File: config.mk
export PLATFORM = sky130hd
export DESIGN_NAME = three_phase_sine_gimbal_drive_unit
export DESIGN_NICKNAME = d
export VERILOG_FILES = /design/src/design/tsgd_pkg.sv /design/src/design/tsgd_sine_unit.sv /design/src/design/three_phase_sine_gimbal_drive_unit.sv
export SDC_FILE = /design/constraint.sdc
export NUM_CORES = 2
export LEC_CHECK = 0
export BUFFER_PORTS_ARGS = -buffer_cell sky130_fd_sc_hd__buf_2
export CAP_MARGIN = 20
export CORE_MARGIN = 3
export CORE_UTILIZATION = 48
export CTS_CLUSTER_SIZE = 10
export DETAILED_ROUTE_END_ITERATION = 10
export PLACE_DENSITY = 0.66
export SLEW_MARGIN = 10
export SYNTH_ARGS = -nofsm -noshare
export SYNTH_HDL_FRONTEND = slang
export SYNTH_SLANG_ARGS = --single-unit
export TNS_END_PERCENT = 30
File: constraint.sdc
create_clock -name clk -period 11.5 [get_ports clk]
set_input_delay 0.575 -clock clk [delete_from_list [all_inputs] [get_ports clk]]
set_output_delay 0.575 -clock clk [all_outputs]
set_load 0.02 [all_outputs]
File: src/design/tsgd_pkg.sv
// ----------------------------------------------------------------------------
// tsgd_pkg
// Shared types and constants of the three-phase sine gimbal drive.
// ----------------------------------------------------------------------------
package tsgd_pkg;

	localparam int SINE_TABLE_BITS_DEF = 10;
	localparam int NUM_MOTORS_DEF      = 3;
	localparam int MAX_MOTORS          = 3;
	localparam int WINDINGS            = 3;

	// fifth-order quadrant sine, Q15
	localparam logic [15:0] SIN_A = 16'd51472;
	localparam logic [15:0] SIN_B = 16'd21024;
	localparam logic [23:0] SIN_C = 24'd2320;

	// floor(x / 100) == (x * RECIP_100) >> RECIP_SHIFT for x < 2^24
	localparam logic [24:0] RECIP_100   = 25'd21474837;
	localparam int          RECIP_SHIFT = 31;

	localparam logic [31:0] ACCEL_RST = 32'd35791394;
	localparam logic [14:0] HALF_RST  = 15'd300;

	localparam logic [31:0] WINDING_OFFSET [WINDINGS] = '{
		32'd0, 32'd1431655765, 32'd2863311531
	};

	typedef enum logic [1:0] {
		CMD_TICK  = 2'd0,
		CMD_SPEED = 2'd1,
		CMD_LAG   = 2'd2
	} cmd_t;

	typedef enum logic [2:0] {
		REG_SCALE_ROLL   = 3'd0,
		REG_SCALE_PITCH  = 3'd1,
		REG_SCALE_YAW    = 3'd2,
		REG_ACCEL_ROLL   = 3'd3,
		REG_ACCEL_PITCH  = 3'd4,
		REG_ACCEL_YAW    = 3'd5,
		REG_HALF_PERIOD  = 3'd6,
		REG_OUTPUT_COUNT = 3'd7
	} reg_idx_t;

	typedef struct packed {
		logic        start;
		logic [31:0] angle;
		logic [7:0]  scale;
		logic [14:0] half_period;
	} calc_req_t;

	typedef struct packed {
		logic        valid;
		logic [15:0] compare;
	} calc_rsp_t;

endpackage

File: src/design/tsgd_sine_unit.sv
// ----------------------------------------------------------------------------
// tsgd_sine_unit
// Angle to PWM compare value: quadrant sine polynomial, level and percent
// scaling, stepped through one shared multiplier.
// ----------------------------------------------------------------------------
module tsgd_sine_unit #(
	parameter int SINE_TABLE_BITS = tsgd_pkg::SINE_TABLE_BITS_DEF
) (
	input  logic                clk,
	input  logic                arst_n,
	input  tsgd_pkg::calc_req_t req,
	output tsgd_pkg::calc_rsp_t rsp
);

	localparam int RW   = SINE_TABLE_BITS - 2;
	localparam int ZPAD = 17 - SINE_TABLE_BITS;

	typedef enum logic [8:0] {
		U_IDLE = 9'b000000001,
		U_SQ   = 9'b000000010,
		U_CZ   = 9'b000000100,
		U_BT   = 9'b000001000,
		U_AT   = 9'b000010000,
		U_LVL  = 9'b000100000,
		U_SCL  = 9'b001000000,
		U_RCP  = 9'b010000000,
		U_FIN  = 9'b100000000
	} ustate_t;

	ustate_t     ustate_q, ustate_d;
	logic [31:0] angle_q;
	logic [7:0]  scale_q;
	logic [14:0] half_q;
	logic [15:0] z2_q;
	logic [48:0] p_q;
	logic [15:0] cmp_q;
	logic        vld_q;

	logic [15:0] z_raw, z, p_mid, t_b, t_a, s_cap, sv;
	logic [17:0] qv;
	logic [15:0] cmp_sat;
	logic [23:0] mul_a;
	logic [24:0] mul_b;
	logic [48:0] mul;

	assign z_raw = {1'b0, angle_q[29 -: RW], {ZPAD{1'b0}}};
	assign z     = angle_q[30] ? (16'h8000 - z_raw) : z_raw;
	assign p_mid = p_q[30:15];
	assign t_b   = tsgd_pkg::SIN_B - p_mid;
	assign t_a   = tsgd_pkg::SIN_A - p_mid;
	assign s_cap = (p_mid > 16'd32767) ? 16'd32767 : p_mid;
	assign sv    = angle_q[31] ? (16'h8000 - s_cap) : (16'h8000 + s_cap);
	assign qv    = p_q[48:tsgd_pkg::RECIP_SHIFT];
	assign cmp_sat = (qv > 18'd65535) ? 16'hFFFF : qv[15:0];

	always_comb begin
		case (ustate_q)
			U_SQ: begin
				mul_a = 24'(z);
				mul_b = 25'(z);
			end
			U_CZ: begin
				mul_a = tsgd_pkg::SIN_C;
				mul_b = 25'(p_mid);
			end
			U_BT: begin
				mul_a = 24'(t_b);
				mul_b = 25'(z2_q);
			end
			U_AT: begin
				mul_a = 24'(t_a);
				mul_b = 25'(z);
			end
			U_LVL: begin
				mul_a = 24'(half_q);
				mul_b = 25'(sv);
			end
			U_SCL: begin
				mul_a = 24'(scale_q);
				mul_b = 25'(p_mid);
			end
			U_RCP: begin
				mul_a = p_q[23:0];
				mul_b = tsgd_pkg::RECIP_100;
			end
			default: begin
				mul_a = '0;
				mul_b = '0;
			end
		endcase
	end

	assign mul = 49'(mul_a) * 49'(mul_b);

	always_comb begin
		case (ustate_q)
			U_IDLE:  ustate_d = req.start ? U_SQ : U_IDLE;
			U_SQ:    ustate_d = U_CZ;
			U_CZ:    ustate_d = U_BT;
			U_BT:    ustate_d = U_AT;
			U_AT:    ustate_d = U_LVL;
			U_LVL:   ustate_d = U_SCL;
			U_SCL:   ustate_d = U_RCP;
			U_RCP:   ustate_d = U_FIN;
			default: ustate_d = U_IDLE;
		endcase
	end

	always_ff @(posedge clk or negedge arst_n) begin
		if (!arst_n) begin
			ustate_q <= U_IDLE;
			vld_q    <= 1'b0;
		end else begin
			ustate_q <= ustate_d;
			if (req.start) begin
				vld_q <= 1'b0;
			end else if (ustate_q == U_FIN) begin
				vld_q <= 1'b1;
			end
		end
	end

	always_ff @(posedge clk) begin
		if (req.start) begin
			angle_q <= req.angle;
			scale_q <= req.scale;
			half_q  <= req.half_period;
		end
		if (ustate_q == U_CZ) begin
			z2_q <= p_mid;
		end
		if (ustate_q != U_IDLE && ustate_q != U_FIN) begin
			p_q <= mul;
		end
		if (ustate_q == U_FIN) begin
			cmp_q <= cmp_sat;
		end
	end

	assign rsp.valid   = vld_q;
	assign rsp.compare = cmp_q;

endmodule

File: src/design/three_phase_sine_gimbal_drive_unit.sv
// ----------------------------------------------------------------------------
// three_phase_sine_gimbal_drive_unit
// Open-loop sine commutation of up to three gimbal motors, three windings each.
// ----------------------------------------------------------------------------
// Each word on the input stream is a tick, a set-speed or a set-lag command;
// other command codes, and set words for an absent channel, are taken and
// dropped. Per-channel phase, speed and lag live in a small synchronous memory
// whose entries read as zero until first written, so no clearing pass follows
// reset. A tick advances the phase of every channel and emits a compare value
// for each winding of each served channel; each value takes the eight-step
// sequence through the sine unit's single multiplier plus its start and
// hand-off, and a stalled output stream stretches the wait. Results leave
// through an output register, so the next input word is taken while the last
// result waits.
module three_phase_sine_gimbal_drive_unit #(
	parameter int SINE_TABLE_BITS = tsgd_pkg::SINE_TABLE_BITS_DEF,
	parameter int NUM_MOTORS      = tsgd_pkg::NUM_MOTORS_DEF
) (
	input  logic        clk,
	input  logic        arst_n,
	input  logic        psel,
	input  logic        penable,
	input  logic        pwrite,
	input  logic [4:0]  paddr,
	input  logic [31:0] pwdata,
	output logic [31:0] prdata,
	output logic        pready,
	input  logic        s_axis_tvalid,
	output logic        s_axis_tready,
	input  logic [55:0] s_axis_tdata,  // channel[1:0], value[33:2], step_time[49:34]
	input  logic [1:0]  s_axis_tuser,  // command[1:0]
	output logic        m_axis_tvalid,
	input  logic        m_axis_tready,
	output logic [15:0] m_axis_tdata,  // compare[15:0]
	output logic [3:0]  m_axis_tuser,  // motor[1:0], winding[3:2]
	output logic        m_axis_tlast
);

	localparam int CH_W  = (NUM_MOTORS > 1) ? $clog2(NUM_MOTORS) : 1;
	localparam int ENT_W = 96;
	localparam logic [1:0] LAST_CH = 2'(NUM_MOTORS - 1);
	localparam logic [1:0] LAST_WD = 2'(tsgd_pkg::WINDINGS - 1);

	typedef enum logic [6:0] {
		ST_IDLE  = 7'b0000001,
		ST_SLEW  = 7'b0000010,
		ST_SPDW  = 7'b0000100,
		ST_LAGW  = 7'b0001000,
		ST_ADV   = 7'b0010000,
		ST_START = 7'b0100000,
		ST_WAIT  = 7'b1000000
	} state_t;

	function automatic logic served(input logic [1:0] c, input logic [3:0] n);
		return ((5'(c) + 5'd1) * 5'(tsgd_pkg::WINDINGS)) <= {1'b0, n};
	endfunction

	// configuration
	logic [7:0]  scale_q [tsgd_pkg::MAX_MOTORS];
	logic [31:0] accel_q [tsgd_pkg::MAX_MOTORS];
	logic [14:0] half_q;
	logic [3:0]  count_q;
	logic        cfg_we;
	tsgd_pkg::reg_idx_t cfg_idx;

	assign pready  = 1'b1;
	assign cfg_we  = psel & penable & pwrite & pready;
	assign cfg_idx = tsgd_pkg::reg_idx_t'(paddr[4:2]);

	always_ff @(posedge clk or negedge arst_n) begin
		if (!arst_n) begin
			for (int i = 0; i < tsgd_pkg::MAX_MOTORS; i++) begin
				scale_q[i] <= '0;
				accel_q[i] <= tsgd_pkg::ACCEL_RST;
			end
			half_q  <= tsgd_pkg::HALF_RST;
			count_q <= '0;
		end else if (cfg_we) begin
			case (cfg_idx)
				tsgd_pkg::REG_SCALE_ROLL:   scale_q[0] <= pwdata[7:0];
				tsgd_pkg::REG_SCALE_PITCH:  scale_q[1] <= pwdata[7:0];
				tsgd_pkg::REG_SCALE_YAW:    scale_q[2] <= pwdata[7:0];
				tsgd_pkg::REG_ACCEL_ROLL:   accel_q[0] <= pwdata;
				tsgd_pkg::REG_ACCEL_PITCH:  accel_q[1] <= pwdata;
				tsgd_pkg::REG_ACCEL_YAW:    accel_q[2] <= pwdata;
				tsgd_pkg::REG_HALF_PERIOD:  half_q     <= pwdata[14:0];
				tsgd_pkg::REG_OUTPUT_COUNT: count_q    <= pwdata[3:0];
				default: ;
			endcase
		end
	end

	always_comb begin
		case (cfg_idx)
			tsgd_pkg::REG_SCALE_ROLL:   prdata = 32'(scale_q[0]);
			tsgd_pkg::REG_SCALE_PITCH:  prdata = 32'(scale_q[1]);
			tsgd_pkg::REG_SCALE_YAW:    prdata = 32'(scale_q[2]);
			tsgd_pkg::REG_ACCEL_ROLL:   prdata = accel_q[0];
			tsgd_pkg::REG_ACCEL_PITCH:  prdata = accel_q[1];
			tsgd_pkg::REG_ACCEL_YAW:    prdata = accel_q[2];
			tsgd_pkg::REG_HALF_PERIOD:  prdata = 32'(half_q);
			tsgd_pkg::REG_OUTPUT_COUNT: prdata = 32'(count_q);
			default:                    prdata = '0;
		endcase
	end

	// input word
	logic              in_acc, in_ch_ok;
	tsgd_pkg::cmd_t    in_cmd;
	logic [1:0]        in_ch;
	logic [31:0]       in_val;
	logic [15:0]       in_st;

	assign in_acc   = s_axis_tvalid & s_axis_tready;
	assign in_cmd   = tsgd_pkg::cmd_t'(s_axis_tuser);
	assign in_ch    = s_axis_tdata[1:0];
	assign in_val   = s_axis_tdata[33:2];
	assign in_st    = s_axis_tdata[49:34];
	assign in_ch_ok = int'(in_ch) < NUM_MOTORS;

	// state memory: {lag, speed, phase}
	logic [ENT_W-1:0]      ent_mem [NUM_MOTORS];
	logic [ENT_W-1:0]      rd_data_q, ent, wr_data;
	logic [NUM_MOTORS-1:0] ent_vld_q;
	logic                  rd_ok_q, rd_en, wr_en;
	logic [CH_W-1:0]       rd_addr, wr_addr;
	logic [31:0]           phase, speed, lag;

	assign ent   = rd_ok_q ? rd_data_q : '0;
	assign phase = ent[31:0];
	assign speed = ent[63:32];
	assign lag   = ent[95:64];

	always_ff @(posedge clk) begin
		if (wr_en) begin
			ent_mem[wr_addr] <= wr_data;
		end
		if (rd_en) begin
			rd_data_q <= ent_mem[rd_addr];
		end
	end

	always_ff @(posedge clk or negedge arst_n) begin
		if (!arst_n) begin
			ent_vld_q <= '0;
			rd_ok_q   <= 1'b0;
		end else begin
			if (wr_en) begin
				ent_vld_q[wr_addr] <= 1'b1;
			end
			if (rd_en) begin
				rd_ok_q <= ent_vld_q[rd_addr];
			end
		end
	end

	// sequencer
	state_t             state_q, state_d;
	logic [1:0]         ch_q, c_q, w_q, next_ch;
	logic [31:0]        val_q, base_q, lim_q, phase_new, spd_new;
	logic [15:0]        st_q;
	logic signed [32:0] diff_q, diff_d;
	logic signed [33:0] lim_s, diff_s, clamp;
	logic [47:0]        slew_prod;
	logic               load, start, out_free, out_last;

	logic        out_vld_q, out_last_q;
	logic [1:0]  out_motor_q, out_wind_q;
	logic [15:0] out_cmp_q;

	tsgd_pkg::calc_req_t req;
	tsgd_pkg::calc_rsp_t rsp;

	assign next_ch   = c_q + 2'd1;
	assign phase_new = phase + speed;
	assign slew_prod = 48'(accel_q[ch_q]) * 48'(st_q);
	assign diff_d    = $signed({val_q[31], val_q}) - $signed({speed[31], speed});
	assign lim_s     = $signed({2'b00, lim_q});
	assign diff_s    = $signed({diff_q[32], diff_q});
	assign clamp     = (diff_s > lim_s) ? lim_s : ((diff_s < -lim_s) ? -lim_s : diff_s);
	assign spd_new   = speed + clamp[31:0];
	assign out_free  = !out_vld_q || m_axis_tready;
	assign out_last  = (w_q == LAST_WD) && ((c_q == LAST_CH) || !served(next_ch, count_q));

	always_comb begin
		state_d = state_q;
		rd_en   = 1'b0;
		rd_addr = CH_W'(next_ch);
		wr_en   = 1'b0;
		wr_addr = CH_W'(c_q);
		wr_data = {lag, speed, phase_new};
		load    = 1'b0;
		start   = 1'b0;
		case (state_q)
			ST_IDLE: begin
				if (in_acc) begin
					if (in_cmd == tsgd_pkg::CMD_TICK) begin
						rd_en   = 1'b1;
						rd_addr = '0;
						state_d = ST_ADV;
					end else if (in_cmd == tsgd_pkg::CMD_SPEED && in_ch_ok) begin
						rd_en   = 1'b1;
						rd_addr = CH_W'(in_ch);
						state_d = ST_SLEW;
					end else if (in_cmd == tsgd_pkg::CMD_LAG && in_ch_ok) begin
						rd_en   = 1'b1;
						rd_addr = CH_W'(in_ch);
						state_d = ST_LAGW;
					end
				end
			end
			ST_SLEW: state_d = ST_SPDW;
			ST_SPDW: begin
				wr_en   = 1'b1;
				wr_addr = CH_W'(ch_q);
				wr_data = {lag, spd_new, phase};
				state_d = ST_IDLE;
			end
			ST_LAGW: begin
				wr_en   = 1'b1;
				wr_addr = CH_W'(ch_q);
				wr_data = {val_q, speed, phase};
				state_d = ST_IDLE;
			end
			ST_ADV: begin
				wr_en = 1'b1;
				if (served(c_q, count_q)) begin
					state_d = ST_START;
				end else if (c_q == LAST_CH) begin
					state_d = ST_IDLE;
				end else begin
					rd_en   = 1'b1;
					state_d = ST_ADV;
				end
			end
			ST_START: begin
				start   = 1'b1;
				state_d = ST_WAIT;
			end
			ST_WAIT: begin
				if (rsp.valid && out_free) begin
					load = 1'b1;
					if (w_q != LAST_WD) begin
						state_d = ST_START;
					end else if (c_q == LAST_CH) begin
						state_d = ST_IDLE;
					end else begin
						rd_en   = 1'b1;
						state_d = ST_ADV;
					end
				end
			end
			default: state_d = ST_IDLE;
		endcase
	end

	always_ff @(posedge clk or negedge arst_n) begin
		if (!arst_n) begin
			state_q   <= ST_IDLE;
			c_q       <= '0;
			w_q       <= '0;
			out_vld_q <= 1'b0;
		end else begin
			state_q <= state_d;
			if (state_q == ST_IDLE) begin
				c_q <= '0;
			end else if (rd_en) begin
				c_q <= next_ch;
			end
			if (state_q == ST_ADV) begin
				w_q <= '0;
			end else if (load) begin
				w_q <= w_q + 2'd1;
			end
			if (load) begin
				out_vld_q <= 1'b1;
			end else if (m_axis_tready) begin
				out_vld_q <= 1'b0;
			end
		end
	end

	always_ff @(posedge clk) begin
		if (state_q == ST_IDLE && in_acc) begin
			ch_q  <= in_ch;
			val_q <= in_val;
			st_q  <= in_st;
		end
		if (state_q == ST_SLEW) begin
			diff_q <= diff_d;
			lim_q  <= slew_prod[47:16];
		end
		if (state_q == ST_ADV) begin
			base_q <= phase_new + lag;
		end
		if (load) begin
			out_motor_q <= c_q;
			out_wind_q  <= w_q;
			out_cmp_q   <= rsp.compare;
			out_last_q  <= out_last;
		end
	end

	assign req.start       = start;
	assign req.angle       = base_q + tsgd_pkg::WINDING_OFFSET[w_q];
	assign req.scale       = scale_q[c_q];
	assign req.half_period = half_q;

	tsgd_sine_unit #(
		.SINE_TABLE_BITS(SINE_TABLE_BITS)
	) u_sine (
		.clk   (clk),
		.arst_n(arst_n),
		.req   (req),
		.rsp   (rsp)
	);

	assign s_axis_tready = (state_q == ST_IDLE);
	assign m_axis_tvalid = out_vld_q;
	assign m_axis_tdata  = out_cmp_q;
	assign m_axis_tuser  = {out_wind_q, out_motor_q};
	assign m_axis_tlast  = out_last_q;

	a_rw_apart: assert property (@(posedge clk) disable iff (!arst_n)
		(wr_en && rd_en) |-> (wr_addr != rd_addr))
		else $error("state memory read and write hit the same entry");

	a_load_free: assert property (@(posedge clk) disable iff (!arst_n)
		load |-> out_free)
		else $error("result loaded over a word not yet taken");

	// unserved channels after the last result still get their phase advanced
	a_last_idle: assert property (@(posedge clk) disable iff (!arst_n)
		(load && out_last) |=> (state_q == ST_IDLE || state_q == ST_ADV))
		else $error("tick went on to another result after its last");

	a_start_clear: assert property (@(posedge clk) disable iff (!arst_n)
		(state_q == ST_START) |=> !rsp.valid)
		else $error("sine unit kept a stale result after start");

endmodule

==> impl_metrics.env <==
export IMPL_grt_pass1_vias=54587
export IMPL_synth_edf_count=666
export IMPL_path_buf_inv=7
export IMPL_row_count=144
export IMPL_maxSlewViolCount=0
export IMPL_via_count=51999
export IMPL_die_w_microns=400.3
export IMPL_reg2regPathDepth=38
export IMPL_drt_iter0_drc=3789
export IMPL_routedWlPerCell_microns=20.71
export IMPL_final_nets=8832
export IMPL_gp_congestion=0.9066
export IMPL_ys_types=92
export IMPL_clkSinkCount=831
export IMPL_p_seq_frac=0.254
export IMPL_worstSetupPathType="flop to flop"
export IMPL_finalInstanceArea_sq_um=81420
export IMPL_netSwitchingFraction=0.4134
export IMPL_grt_use_total=0.2475
export IMPL_netlist_top_cells_count="1126 x inv_1, 959 x nand2_1, 828 x fa_1, 666 x edfxtp_1, 574 x ha_1"
export IMPL_crit_top_cell="fa_1"
export IMPL_min_path_type="input port to flop"
export IMPL_max_stage_delay_ns=0.56
export IMPL_design_core_area_sq_um=154200
export IMPL_initial_utilization=0.4838
export IMPL_netlist_area_sq_um=74620
export IMPL_syn_to_final_growth_pct=9.119
export IMPL_cts_inserted_buffers=99
export IMPL_drc=0
export IMPL_min_from="s_axis_tdata[43]"
export IMPL_critPathArrivalTime_ns=11.45
export IMPL_antenna_found_initial=10
export IMPL_cp_start_kind="flop"
export IMPL_slew_headroom=0.2121
export IMPL_crit_required_ns=12.03
export IMPL_p_sw_mw=6.723
export IMPL_gr_usage_met1=0.3262
export IMPL_p_comb_frac=0.565
export IMPL_post_synth_top_count_cell="inv_1"
export IMPL_hpwlAfterDp_microns=144400
export IMPL_dpl_instance_area_sq_um=78100
export IMPL_cp_max_fo=15
export IMPL_synthFlopType="edfxtp_1"
export IMPL_finalSetupViolations=0
export IMPL_first_pass_iters=7
export IMPL_clock_tree_root_cell="clkbuf_16"
export IMPL_vdd_ir_drop_max_v=0.0003981
export IMPL_wl_microns=195300
export IMPL_slowest_stage="fa_1"
export IMPL_fin_setup_tns_ns=0
export IMPL_hold_violations=0
export IMPL_clk_latency_ns=0.74
export IMPL_numPortBuffers=148
export IMPL_clockBufferDepth=3
export IMPL_syn_avg_cell_area_sq_um=10.43
export IMPL_yosysWarnings=0
export IMPL_use_met2=0.4168
export IMPL_drv_cap=0
export IMPL_synth_top_area_cell="edfxtp_1"
export IMPL_fin_crit_sh=0.9500
export IMPL_regToRegEndpoint="u_sine.p_q[46]$_DFFE_PP_"
export IMPL_drt_vias_per_instance=5.512
export IMPL_min_period_ns=10.92
export IMPL_grt_overflow_total=0
export IMPL_synth_seq_area_share=0.3238
export IMPL_htreeDepth=3
export IMPL_grt_pass1_wl_microns=311200
export IMPL_io_pins=158
export IMPL_holdPathEnd="st_q[9]$_DFFE_PP_"
export IMPL_min_path_cells=1
export IMPL_drive_above_1_share=0.09561
export IMPL_clock_skew_ns=0.06993
export IMPL_cp_top_family="adder cells"
export IMPL_synthArstFlopShare=0.1986
export IMPL_path_clk_slew_ns=0.06
export IMPL_grt_busiest_layer="met2"
export IMPL_ys_seq_elements=831
export IMPL_rsz0062_at_grt="false"
export IMPL_synth_cells=7153
export IMPL_die_h_microns=400.3
export IMPL_cellLeakagePower_nw=37.61
export IMPL_end_kind="flop"
export IMPL_status="finished, final reports clean"
export IMPL_p_per_area_nw_per_um2=199.7
export IMPL_intPower_mw=9.539
export IMPL_grt_max_degree=99
export IMPL_grtUsageMet3=0.03431
export IMPL_cts_tree="done"
export IMPL_p_clk_frac=0.181
export IMPL_fp_dieArea_sq_um=160200
export IMPL_synth_top_area_frac=0.2680
export IMPL_regToRegSetupSlack_ns=0.58
export IMPL_tightest_slew_ns=1.182
export IMPL_synth_area_top_cells="edfxtp_1 27%, fa_1 22%, ha_1 9.6%"
export IMPL_r2r_start="u_sine.ustate_q[3]$_DFF_PN0_"
export IMPL_ant_nets=0
export IMPL_fmax_mhz=91.54
## registers in the layout (all words and copies together) (netlist names), 10 cells and up
signal / cells
ent_mem: 288
accel_q: 96
rd_data_q: 96
u_sine.p_q: 49
diff_q: 33
base_q: 32
lim_q: 32
val_q: 32
scale_q: 24
m_axis_tdata: 16
st_q: 16
u_sine.cmp_q: 16
u_sine.z2_q: 16
half_q: 15
u_sine.half_q: 15
u_sine.angle_q: 10
## power groups by stage
stage                     Clock, mW  Combinational [mW]  Sequential [mW]
after global routing           3.13                10.5             4.15
after CTS                      3.02                9.24             4.13
after floorplan                   0                6.97             4.11
after global placement            0                8.95             4.18
final                          2.95                9.18             4.13
after detailed placement          0                9.16             4.19
## final cells by class
| cell class | instances | area, sq um |
|---|---|---|
| Fill cell | 13611 | 72810 |
| Multi-Input combinational cell | 4985 | 45620 |
| Sequential cell | 831 | 24160 |
| Inverter | 1129 | 4242 |
| Clock buffer | 138 | 2726 |
| Tap cell | 2044 | 2557 |
| Timing Repair Buffer | 282 | 1823 |
| Clock inverter | 19 | 280.3 |
| Antenna cell | 5 | 12.51 |
## how the worst max path moves through the flow
stage,startpoint,end,slack (ns),depth (start not counted)
5_1_grt,u_sine.ustate_q[3]$_DFF_PN0_,u_sine.p_q[47]$_DFFE_PP_,0.01,39
4_1_cts,u_sine.ustate_q[3]$_DFF_PN0_,u_sine.p_q[46]$_DFFE_PP_,0.40,38
3_5_place_dp,u_sine.ustate_q[3]$_DFF_PN0_,u_sine.p_q[46]$_DFFE_PP_,0.48,38
6_report,u_sine.ustate_q[3]$_DFF_PN0_,u_sine.p_q[46]$_DFFE_PP_,0.58,38
2_1_floorplan,u_sine.ustate_q[8]$_DFF_PN0_,u_sine.p_q[48]$_DFFE_PP_,1.42,39
3_3_place_gp,u_sine.ustate_q[3]$_DFF_PN0_,u_sine.p_q[46]$_DFFE_PP_,0.42,36
## logic make-up after synthesis
logic type / Yosys count / synth area share
other: 2 / 0.0001006
muxes: 399 / 0.05849
and+or+nand+nor: 1854 / 0.1144
buffers and inverters: 1400 / 0.07120
AOI/OAI and AO/OA: 1023 / 0.08510
xor gates and xnor gates: 240 / 0.02817
DFF: 831 / 0.3238
adders and majority gates: 1404 / 0.3187
## layer usage
layer,vias to the layer above,wire length [microns]
met1,26191,81490
met2,1557,93940
met5,-,0
li1,23898,-
met4,0,7520
met3,353,12370
## timing repair
| item | in CTS | in global routing |
|---|---|---|
| endpoints found under the setup margin | 0 | 7 |
| setup buffers | 0 | 0 |
| hold buffers | 28 | 0 |
| hold endpoints to repair | 63 | 0 |
| resized for setup | 0 | 3 |
## cell usage in the layout, fill, tap and decap left out, types with 37 or more instances in the layout
master     instances
inv_1           1124
nand2_1          959
fa_1             828
edfxtp_1         666
ha_1             574
o21ai_0          283
a21oi_1          280
and2_1           259
nor2_1           245
mux2_2           206
mux2i_1          184
xnor2_1          155
buf_2            147
dfrtp_1          137
a21o_1           118
buf_4            106
clkbuf_16        101
xor2_1            84
nand3_1           68
conb_1            65
nor2b_1           55
nand2b_1          50
nor3_1            44
a31oi_1           37
## stage by stage
stage / utilization / cells / power [mW] / setup slack, ns / hold slack (ns)
2_1_floorplan: - / 7216 / 11.08 / 1.424 / 0.2794
3_3_place_gp: 0.5064 / 9241 / 13.13 / 0.4171 / 0.4043
3_5_place_dp: 0.5064 / 9242 / 13.35 / 0.4752 / 0.4045
4_1_cts: 0.5277 / 9427 / 16.40 / 0.4002 / 0.005900
5_1_grt: 0.5279 / 9431 / 17.74 / 0.01184 / 0.03608
6_report: 0.5279 / 9433 / 16.26 / 0.5754 / 0.06417
(Power assumes the default switching activity.)
